[config.mk]
export PLATFORM = sky130hd
export DESIGN_NAME = xor_checked_frame_receiver
export DESIGN_NICKNAME = d
export VERILOG_FILES = /design/src/sv/xcfr_pkg.sv /design/src/sv/xcfr_ram.sv /design/src/sv/xcfr_ctrl.sv /design/src/sv/xcfr_dpath.sv /design/src/sv/xor_checked_frame_receiver.sv
export SDC_FILE = /design/constraint.sdc
export NUM_CORES = 1
export LEC_CHECK = 0
export ABC_CLOCK_PERIOD_IN_PS = 6900
export BUFFER_PORTS_ARGS = -buffer_cell sky130_fd_sc_hd__buf_2
export CAP_MARGIN = 20
export CORE_ASPECT_RATIO = 0.8
export CORE_MARGIN = 3
export CORE_UTILIZATION = 39
export CTS_CLUSTER_SIZE = 30
export DETAILED_ROUTE_END_ITERATION = 8
export PLACE_DENSITY = 0.56
export SYNTH_ARGS = -nofsm -noshare
export SYNTH_HDL_FRONTEND = slang
export SYNTH_SLANG_ARGS = --single-unit
[constraint.sdc]
create_clock -name i_clk -period 6.9 [get_ports i_clk]
set_clock_uncertainty 0.15 [all_clocks]
set_input_delay 0.345 -clock i_clk [delete_from_list [all_inputs] [get_ports i_clk]]
set_output_delay 0.345 -clock i_clk [all_outputs]
set_load 0.01 [all_outputs]
[src/sv/xcfr_pkg.sv]
// Shared types and constants of the XOR-checked frame receiver.
`default_nettype none
package xcfr_pkg;

    // Parser and readout states
    typedef enum logic [2:0] {
        S_HUNT  = 3'd0,
        S_LENH  = 3'd1,
        S_LENL  = 3'd2,
        S_CMD   = 3'd3,
        S_PAY   = 3'd4,
        S_CHK   = 3'd5,
        S_DRAIN = 3'd6
    } t_state;

    // Result status codes
    localparam logic [1:0] ST_DATA    = 2'd0;
    localparam logic [1:0] ST_EMPTY   = 2'd1;
    localparam logic [1:0] ST_BAD_CHK = 2'd2;
    localparam logic [1:0] ST_TOO_LONG = 2'd3;

    // Config register indexes
    localparam logic CFG_START = 1'b0;
    localparam logic CFG_LIMIT = 1'b1;

    localparam logic [7:0] START_RST = 8'hAA;
    localparam logic [6:0] LIMIT_RST = 7'd64;
    localparam logic [6:0] LEN_SAT   = 7'd64;

    // Controller to datapath
    typedef struct packed {
        logic clr_chk;
        logic ld_lenh;
        logic ld_lenl;
        logic ld_cmd;
        logic wr_pay;
        logic emit_too_long;
        logic emit_bad_chk;
        logic emit_empty;
        logic rd_issue;
        logic rd_first;
    } t_ctl_cmd;

    // Datapath to controller
    typedef struct packed {
        logic is_marker;
        logic too_long;
        logic len_zero;
        logic len_one;
        logic fill_done;
        logic chk_ok;
        logic rd_last;
        logic slot_ok;
    } t_dp_stat;

endpackage
`default_nettype wire

[src/sv/xcfr_ram.sv]
// Generic single-write, single-read RAM with registered read data.
`default_nettype none
module xcfr_ram #(
    parameter int WIDTH = 8,
    parameter int DEPTH = 64
) (
    input  wire logic                                      i_clk,
    input  wire logic                                      i_we,
    input  wire logic [((DEPTH > 1) ? $clog2(DEPTH) : 1)-1:0] i_waddr,
    input  wire logic [WIDTH-1:0]                          i_wdata,
    input  wire logic                                      i_re,
    input  wire logic [((DEPTH > 1) ? $clog2(DEPTH) : 1)-1:0] i_raddr,
    output      logic [WIDTH-1:0]                          o_rdata
);
    logic [WIDTH-1:0] r_mem [DEPTH];
    logic [WIDTH-1:0] r_rdata;

    always_ff @(posedge i_clk) begin
        if (i_we) begin
            r_mem[i_waddr] <= i_wdata;
        end
        if (i_re) begin
            r_rdata <= r_mem[i_raddr];
        end
    end

    assign o_rdata = r_rdata;

endmodule
`default_nettype wire

[src/sv/xcfr_ctrl.sv]
// Frame parser state machine: sequences header, payload, check and readout.
`default_nettype none
module xcfr_ctrl (
    input  wire logic                i_clk,
    input  wire logic                i_rst_n,
    input  wire logic                i_rx_valid,
    output      logic                o_rx_ready,
    input  wire xcfr_pkg::t_dp_stat  i_stat,
    output      xcfr_pkg::t_ctl_cmd  o_cmd
);
    xcfr_pkg::t_state r_state, n_state;
    logic acc;

    // no beat taken during readout; otherwise only when the result slot is free
    assign o_rx_ready = (r_state != xcfr_pkg::S_DRAIN) && i_stat.slot_ok;
    assign acc        = i_rx_valid && o_rx_ready;

    always_ff @(posedge i_clk) begin
        if (!i_rst_n) begin
            r_state <= xcfr_pkg::S_HUNT;
        end else begin
            r_state <= n_state;
        end
    end

    always_comb begin
        n_state = r_state;
        unique case (r_state)
            xcfr_pkg::S_HUNT: begin
                if (acc && i_stat.is_marker) n_state = xcfr_pkg::S_LENH;
            end
            xcfr_pkg::S_LENH: begin
                if (acc) n_state = xcfr_pkg::S_LENL;
            end
            xcfr_pkg::S_LENL: begin
                if (acc) n_state = i_stat.too_long ? xcfr_pkg::S_HUNT : xcfr_pkg::S_CMD;
            end
            xcfr_pkg::S_CMD: begin
                if (acc) n_state = i_stat.len_zero ? xcfr_pkg::S_CHK : xcfr_pkg::S_PAY;
            end
            xcfr_pkg::S_PAY: begin
                if (acc && i_stat.fill_done) n_state = xcfr_pkg::S_CHK;
            end
            xcfr_pkg::S_CHK: begin
                if (acc) begin
                    if (i_stat.chk_ok && !i_stat.len_zero && !i_stat.len_one) begin
                        n_state = xcfr_pkg::S_DRAIN;
                    end else begin
                        n_state = xcfr_pkg::S_HUNT;
                    end
                end
            end
            xcfr_pkg::S_DRAIN: begin
                if (i_stat.slot_ok && i_stat.rd_last) n_state = xcfr_pkg::S_HUNT;
            end
            default: n_state = xcfr_pkg::S_HUNT;
        endcase
    end

    always_comb begin
        o_cmd = '0;
        unique case (r_state)
            xcfr_pkg::S_HUNT: o_cmd.clr_chk = acc && i_stat.is_marker;
            xcfr_pkg::S_LENH: o_cmd.ld_lenh = acc;
            xcfr_pkg::S_LENL: begin
                o_cmd.ld_lenl       = acc;
                o_cmd.emit_too_long = acc && i_stat.too_long;
            end
            xcfr_pkg::S_CMD: o_cmd.ld_cmd = acc;
            xcfr_pkg::S_PAY: o_cmd.wr_pay = acc;
            xcfr_pkg::S_CHK: begin
                o_cmd.emit_bad_chk = acc && !i_stat.chk_ok;
                o_cmd.emit_empty   = acc && i_stat.chk_ok && i_stat.len_zero;
                o_cmd.rd_issue     = acc && i_stat.chk_ok && !i_stat.len_zero;
                o_cmd.rd_first     = acc && i_stat.chk_ok && !i_stat.len_zero;
            end
            xcfr_pkg::S_DRAIN: o_cmd.rd_issue = i_stat.slot_ok;
            default: o_cmd = '0;
        endcase
    end

endmodule
`default_nettype wire

[src/sv/xcfr_dpath.sv]
// Frame receiver datapath: header registers, check, payload RAM, result register.
`default_nettype none
module xcfr_dpath #(
    parameter int MAX_PAYLOAD = 64
) (
    input  wire logic                i_clk,
    input  wire logic                i_rst_n,
    input  wire logic                i_cfg_wen,
    input  wire logic                i_cfg_idx,
    input  wire logic [7:0]          i_cfg_wdata,
    input  wire logic [7:0]          i_rx_byte,
    input  wire xcfr_pkg::t_ctl_cmd  i_cmd,
    output      xcfr_pkg::t_dp_stat  o_stat,
    output      logic                o_res_valid,
    input  wire logic                i_res_ready,
    output      logic [1:0]          o_status,
    output      logic [7:0]          o_command,
    output      logic [7:0]          o_data_byte,
    output      logic [5:0]          o_byte_index,
    output      logic [6:0]          o_frame_length,
    output      logic                o_last
);
    localparam int AW = (MAX_PAYLOAD > 1) ? $clog2(MAX_PAYLOAD) : 1;
    localparam logic [6:0] MAX_LEN = 7'(MAX_PAYLOAD);

    logic [7:0] r_start;
    logic [6:0] r_limit;
    logic [7:0] r_len_hi;
    logic [6:0] r_len;
    logic [6:0] r_cnt;
    logic [7:0] r_cmd;
    logic [7:0] r_chk;
    logic [6:0] r_rd_idx;

    logic       r_out_valid;
    logic [1:0] r_out_status;
    logic [7:0] r_out_cmd;
    logic [5:0] r_out_index;
    logic [6:0] r_out_len;
    logic       r_out_last;
    logic       r_out_ram;

    logic [6:0]  eff_limit;
    logic [15:0] full_len;
    logic [6:0]  sat_len;
    logic [6:0]  rd_addr;
    logic        rd_is_last;
    logic [7:0]  ram_q;

    assign eff_limit = (r_limit > MAX_LEN) ? MAX_LEN : r_limit;
    assign full_len  = {r_len_hi, i_rx_byte};
    assign sat_len   = (full_len > 16'(xcfr_pkg::LEN_SAT)) ? xcfr_pkg::LEN_SAT : full_len[6:0];
    assign rd_addr   = i_cmd.rd_first ? 7'd0 : r_rd_idx;
    assign rd_is_last = (8'(rd_addr) + 8'd1) == 8'(r_len);

    always_comb begin
        o_stat.is_marker = (i_rx_byte == r_start);
        o_stat.too_long  = full_len > 16'(eff_limit);
        o_stat.len_zero  = (r_len == 7'd0);
        o_stat.len_one   = (r_len == 7'd1);
        o_stat.fill_done = (8'(r_cnt) + 8'd1) >= 8'(r_len);
        o_stat.chk_ok    = (i_rx_byte == r_chk);
        o_stat.rd_last   = (8'(r_rd_idx) + 8'd1) == 8'(r_len);
        o_stat.slot_ok   = !r_out_valid || i_res_ready;
    end

    // config registers
    always_ff @(posedge i_clk) begin
        if (!i_rst_n) begin
            r_start <= xcfr_pkg::START_RST;
            r_limit <= xcfr_pkg::LIMIT_RST;
        end else if (i_cfg_wen) begin
            unique case (i_cfg_idx)
                xcfr_pkg::CFG_START: r_start <= i_cfg_wdata;
                xcfr_pkg::CFG_LIMIT: r_limit <= i_cfg_wdata[6:0];
                default: ;
            endcase
        end
    end

    // frame header, running check and counters
    always_ff @(posedge i_clk) begin
        if (!i_rst_n) begin
            r_len_hi <= '0;
            r_len    <= '0;
            r_cnt    <= '0;
            r_cmd    <= '0;
            r_chk    <= '0;
            r_rd_idx <= '0;
        end else begin
            if (i_cmd.clr_chk) r_chk <= '0;
            if (i_cmd.ld_lenh || i_cmd.ld_lenl || i_cmd.ld_cmd || i_cmd.wr_pay) begin
                r_chk <= r_chk ^ i_rx_byte;
            end
            if (i_cmd.ld_lenh) r_len_hi <= i_rx_byte;
            if (i_cmd.ld_lenl) r_len <= full_len[6:0];
            if (i_cmd.ld_cmd) begin
                r_cmd <= i_rx_byte;
                r_cnt <= '0;
            end
            if (i_cmd.wr_pay) r_cnt <= r_cnt + 7'd1;
            if (i_cmd.rd_issue) r_rd_idx <= rd_addr + 7'd1;
        end
    end

    xcfr_ram #(
        .WIDTH (8),
        .DEPTH (MAX_PAYLOAD)
    ) u_ram (
        .i_clk   (i_clk),
        .i_we    (i_cmd.wr_pay),
        .i_waddr (r_cnt[AW-1:0]),
        .i_wdata (i_rx_byte),
        .i_re    (i_cmd.rd_issue),
        .i_raddr (rd_addr[AW-1:0]),
        .o_rdata (ram_q)
    );

    // result register; payload bytes come straight from the RAM read register
    always_ff @(posedge i_clk) begin
        if (!i_rst_n) begin
            r_out_valid <= 1'b0;
        end else if (i_cmd.emit_too_long || i_cmd.emit_bad_chk || i_cmd.emit_empty
                     || i_cmd.rd_issue) begin
            r_out_valid <= 1'b1;
        end else if (i_res_ready) begin
            r_out_valid <= 1'b0;
        end
    end

    always_ff @(posedge i_clk) begin
        if (i_cmd.emit_too_long) begin
            r_out_status <= xcfr_pkg::ST_TOO_LONG;
            r_out_cmd    <= '0;
            r_out_index  <= '0;
            r_out_len    <= sat_len;
            r_out_last   <= 1'b1;
            r_out_ram    <= 1'b0;
        end else if (i_cmd.emit_bad_chk || i_cmd.emit_empty) begin
            r_out_status <= i_cmd.emit_empty ? xcfr_pkg::ST_EMPTY : xcfr_pkg::ST_BAD_CHK;
            r_out_cmd    <= r_cmd;
            r_out_index  <= '0;
            r_out_len    <= r_len;
            r_out_last   <= 1'b1;
            r_out_ram    <= 1'b0;
        end else if (i_cmd.rd_issue) begin
            r_out_status <= xcfr_pkg::ST_DATA;
            r_out_cmd    <= r_cmd;
            r_out_index  <= rd_addr[5:0];
            r_out_len    <= r_len;
            r_out_last   <= rd_is_last;
            r_out_ram    <= 1'b1;
        end
    end

    assign o_res_valid    = r_out_valid;
    assign o_status       = r_out_status;
    assign o_command      = r_out_cmd;
    assign o_data_byte    = r_out_ram ? ram_q : 8'd0;
    assign o_byte_index   = r_out_index;
    assign o_frame_length = r_out_len;
    assign o_last         = r_out_last;

`ifndef SYNTH
    a_hold_result: assert property (@(posedge i_clk) disable iff (!i_rst_n)
        r_out_valid && !i_res_ready |=> r_out_valid && $stable(r_out_index)
            && $stable(r_out_status))
        else $error("pending result changed before being taken");
    a_issue_free: assert property (@(posedge i_clk) disable iff (!i_rst_n)
        i_cmd.rd_issue |-> (!r_out_valid || i_res_ready))
        else $error("RAM read issued while result slot busy");
    a_fill_bound: assert property (@(posedge i_clk) disable iff (!i_rst_n)
        i_cmd.wr_pay |-> (r_cnt < MAX_LEN) && (r_cnt < r_len))
        else $error("payload write beyond frame length");
    a_drain_bound: assert property (@(posedge i_clk) disable iff (!i_rst_n)
        i_cmd.rd_issue |-> (rd_addr < r_len))
        else $error("payload read beyond frame length");
`endif

endmodule
`default_nettype wire

[src/sv/xor_checked_frame_receiver.sv]
// Top level of the XOR-checked frame receiver.
`default_nettype none
// Parses a byte stream into frames: start marker, 16-bit big-endian length,
// command byte, payload, XOR check byte (over both length bytes, the command
// and the payload). While parsing, one byte beat is taken per cycle as long as
// the result slot is free; a result that waits to be taken holds the input.
// A frame whose check matches is read back out of the payload RAM one entry per
// cycle while the sink takes results, through its single registered read port;
// the first entry is read as the check byte is taken and any others in a
// readout state that follows; during that readout no input beat is taken. An
// empty good frame, a check mismatch and an over-limit length each give a
// single result and need no readout; after an error the parser goes back to
// hunting for the start marker. Config writes (index 0 start marker, index 1
// length limit) are meant for idle periods; a length limit above MAX_PAYLOAD
// acts as MAX_PAYLOAD.
module xor_checked_frame_receiver #(
    parameter int MAX_PAYLOAD = 64
) (
    input  wire logic        i_clk,
    input  wire logic        i_rst_n,
    // config write port
    input  wire logic        i_cfg_wen,
    input  wire logic        i_cfg_idx,
    input  wire logic [7:0]  i_cfg_wdata,
    // received bytes
    input  wire logic        i_rx_valid,
    output      logic        o_rx_ready,
    input  wire logic [7:0]  i_rx_byte,
    // results
    output      logic        o_res_valid,
    input  wire logic        i_res_ready,
    output      logic [1:0]  o_status,
    output      logic [7:0]  o_command,
    output      logic [7:0]  o_data_byte,
    output      logic [5:0]  o_byte_index,
    output      logic [6:0]  o_frame_length,
    output      logic        o_last
);
    xcfr_pkg::t_ctl_cmd cmd;
    xcfr_pkg::t_dp_stat stat;

    // sequencing: header fields, payload fill, check, readout
    xcfr_ctrl u_ctrl (
        .i_clk      (i_clk),
        .i_rst_n    (i_rst_n),
        .i_rx_valid (i_rx_valid),
        .o_rx_ready (o_rx_ready),
        .i_stat     (stat),
        .o_cmd      (cmd)
    );

    // registers, compares, payload RAM and the result register
    xcfr_dpath #(
        .MAX_PAYLOAD (MAX_PAYLOAD)
    ) u_dpath (
        .i_clk          (i_clk),
        .i_rst_n        (i_rst_n),
        .i_cfg_wen      (i_cfg_wen),
        .i_cfg_idx      (i_cfg_idx),
        .i_cfg_wdata    (i_cfg_wdata),
        .i_rx_byte      (i_rx_byte),
        .i_cmd          (cmd),
        .o_stat         (stat),
        .o_res_valid    (o_res_valid),
        .i_res_ready    (i_res_ready),
        .o_status       (o_status),
        .o_command      (o_command),
        .o_data_byte    (o_data_byte),
        .o_byte_index   (o_byte_index),
        .o_frame_length (o_frame_length),
        .o_last         (o_last)
    );

endmodule
`default_nettype wire

==> reports/metrics.csv <==
metric,value,unit
clock sinks,609,
CTS Hold Bufs,19,
row cnt,83,
ANT nets after route,0,
post-synthesis sequential area ratio,68.5,%
drt drc,0,
"delay-heaviest family, CP",simple AND/OR/NAND/NOR gates,
CTS tree,done,
GPL Wtd Cong,0.924,
sequential power share,54.9,%
cell leakage power,8.91,nW
Vias per Instance,5.77,
met3 usage,5.45,%
CP max FO,77,
smallest hold slack,0.0396,ns
met1 Use GR,30.4,%
Critical Path RT,7.10,ns
most area-consuming cells after synthesis,"edfxtp_1 62%, dfxtp_1 6.4%, a21oi_1 3.5%, nand2_1 2.7%, mux2_2 2.3%",
Crit Path Class,reg -> reg,
"EDFF count, synth",527,
WL per Instance,25.1,um
crit path launch,u_ctrl.r_state[0],
Final min period,4.59,ns
"top cells by count, synth","527 x edfxtp_1, 182 x nand2_1, 180 x a21oi_1",
Min-Delay Path Class,in -> reg,
die area,68500,um^2
Final Hold Viols,0,
total power,7.31,mW
Sw Share,20.6,%
Clock transition at path regs,0.06,ns
synth warn,0,
crit end category,register,
GRT Total Usage,20.5,%
worst slew pin tran,1.06,ns
CTS Buf Count,59,
GRT met2 Usage,29.8,%
Ports,56,
ys async rst share,0,%
switching power total,1.50,mW
Post-Syn Area,25500,um^2
startpoint types,register,
post-CTS setup buffer count,0,
Yosys top cell by area,edfxtp_1,
slowest stage cell on the critical path,and4_4,
crit-path cells,"nor2b_1, and4_1, and4_4, buf_4, nor3b_2, a211oi_1, nor3_1, a211oi_1, nand3_1",
DRT Wirelength,71500,um
status,completed,
setup TNS,0,ns
number of global-route vias before repair,15900,
post-synth top area share,62.1,%
ant diodes,0,
IO buf count,55,
fillcell total,5779,
combinational share of power,2.3,%
P_int,5.80,mW
Starting DRT DRC Count,2049,
PD cells,256,nW/um^2
Max-Cap Viols,0,
DIE HEIGHT,235,um
Syn Nets,1961,
reg2reg start,u_ctrl.r_state[0],
Max clock buf depth,3,
Skew-Pair Late Insertion Delay,0.62,ns
"Top FF cell, synth",edfxtp_1,
WP data arrival,4.79,ns
Max VDD drop,0.000176,V
most common cell in the synthesized netlist,edfxtp_1,
H-tree Lvls,2,
core area,64400,um^2
Mean Syn Cell Area,13.3,um^2
Worst Path Buf+Inv,1,
max-slew violation count,0,
Vias,16400,
Clk network pwr share,42.8,%
Max Fclk,0.218,GHz
RSZ-0062 raised after global routing,false,
post-synthesis cell count,1922,
layout cell share with drive strength beyond 1,13.1,%
largest net degree at the start of global routing,128,
Root Driver,clkbuf_16,
Initial Util,39.6,%
Pre-antenna DRT Iters,5,
hold path start,i_rx_byte[5],
post-DP HPWL,44300,um
Area Growth Syn to Fin,12.0,%
Yosys reg bits,609,
GRT busiest layer,met1,
initial antenna violation count,3,
final net count,1988,
CTS resizes,0,
total grt overflow,0,
max_slew headroom,28.7,%
first-pass GRT wire length,105000,um
# setup viols final,0,
period utilization,66.5,%
Netlist cell types,66,
die width,292,um
"most used cell, CP",a211oi_1,
CP peak stage delay,0.86,ns
per-stage QoR:
stage / instances / util (%) / setup WS (ns) / area [um^2]
6_report: 2848 / 44.3 / 2.31 / 28600
5_1_grt: 2848 / 44.3 / 2.10 / 28600
4_1_cts: 2845 / 44.3 / 2.38 / 28500
3_5_place_dp: 2716 / 41.1 / 2.39 / 26500
3_3_place_gp: 2714 / 41.1 / 2.39 / 26500
2_1_floorplan: 1922 / - / 3.44 / 25500
placed cells by master, fill, tap and decap left out, types with 25 or more instances in the layout:
cell / count
edfxtp_1: 527
nand2_1: 182
a21oi_1: 180
nor2_1: 148
dfxtp_1: 78
nand3_1: 70
o21ai_0: 70
clkbuf_16: 61
buf_2: 56
mux2_2: 52
a211oi_1: 44
mux2i_1: 40
nor2b_1: 32
xor2_1: 26
mux4_2: 26
a31oi_1: 25
worst reg2reg max path: stages, from the launching register on:
cell      delay (ns)
dfxtp_1         0.45
nor2b_1         0.70
and4_1          0.48
and4_4          0.87
buf_4           0.52
nor3b_2         0.22
a211oi_1        0.37
nor3_1          0.09
a211oi_1        0.34
nand3_1         0.15
metal layers:
metal  vias to the layer above  part of all wire, %
li1                       7337                    -
met1                      8316                   46
met2                       681                   43
met3                       104                  9.3
met4                         0                  2.1
met5                         -                    0
state kept, by name, summed over array words and instances, names as in the netlist, 6 cells and up:
signal                  flops
u_dpath.r_start             8
u_dpath.o_byte_index        6
u_dpath.r_len_hi            8
u_dpath.u_ram.r_mem       512
u_dpath.r_rd_idx            7
u_dpath.r_chk               8
u_dpath.r_len               7
u_dpath.r_limit             7
u_dpath.o_command           8
u_dpath.r_cnt               7
u_dpath.u_ram.o_rdata       8
u_dpath.o_frame_length      7
u_dpath.r_cmd               8
logic make-up (layout without fill, tap and decap cells):
logic type / count (synthesis) / count (layout) / share of synthesized area, %
DFF: 609 / 609 / 68.5
and+or+nand+nor: 541 / 541 / 9.89
AOI/OAI and AO/OA: 444 / 444 / 10.7
buffers and inverters: 154 / 230 / 2.49
muxes: 118 / 118 / 6.17
xor gates and xnor gates: 39 / 39 / 1.34
adders and majority gates: 17 / 17 / 0.835
final cells by class:
type | instances | area, um^2 | area share, %
Clock buffer | 77 | 1590 | 5.56
Clock inverter | 33 | 250 | 0.876
Inverter | 18 | 67.6 | 0.237
Multi-Input combinational cell | 1159 | 7390 | 25.9
Sequential cell | 609 | 17500 | 61.2
Tap cell | 850 | 1060 | 3.72
Timing Repair Buffer | 102 | 711 | 2.49
path summary, 6_finish.rpt:
check / endpoint / slack [ns] / depth (start not counted)
worst min register to register: u_dpath.o_command[3] / 0.30 / 2
worst max register to register: u_dpath.u_ram.o_rdata[3] / 2.31 / 9
worst min-delay path: u_dpath.r_chk[5] / 0.04 / 3
worst max-delay path: u_dpath.u_ram.o_rdata[3] / 2.31 / 9
power by group through the flow:
stage                     clock (mW)  sequential (mW)  combinational, mW
after global routing            3.32             4.01              0.180
final                           3.13             4.01              0.167
after floorplan                    0             4.09             0.0573
after detailed placement           0             4.09              0.158
after CTS                       3.18             4.01              0.167
after global placement             0             4.09              0.155
Power figures use the tool's default switching activity.
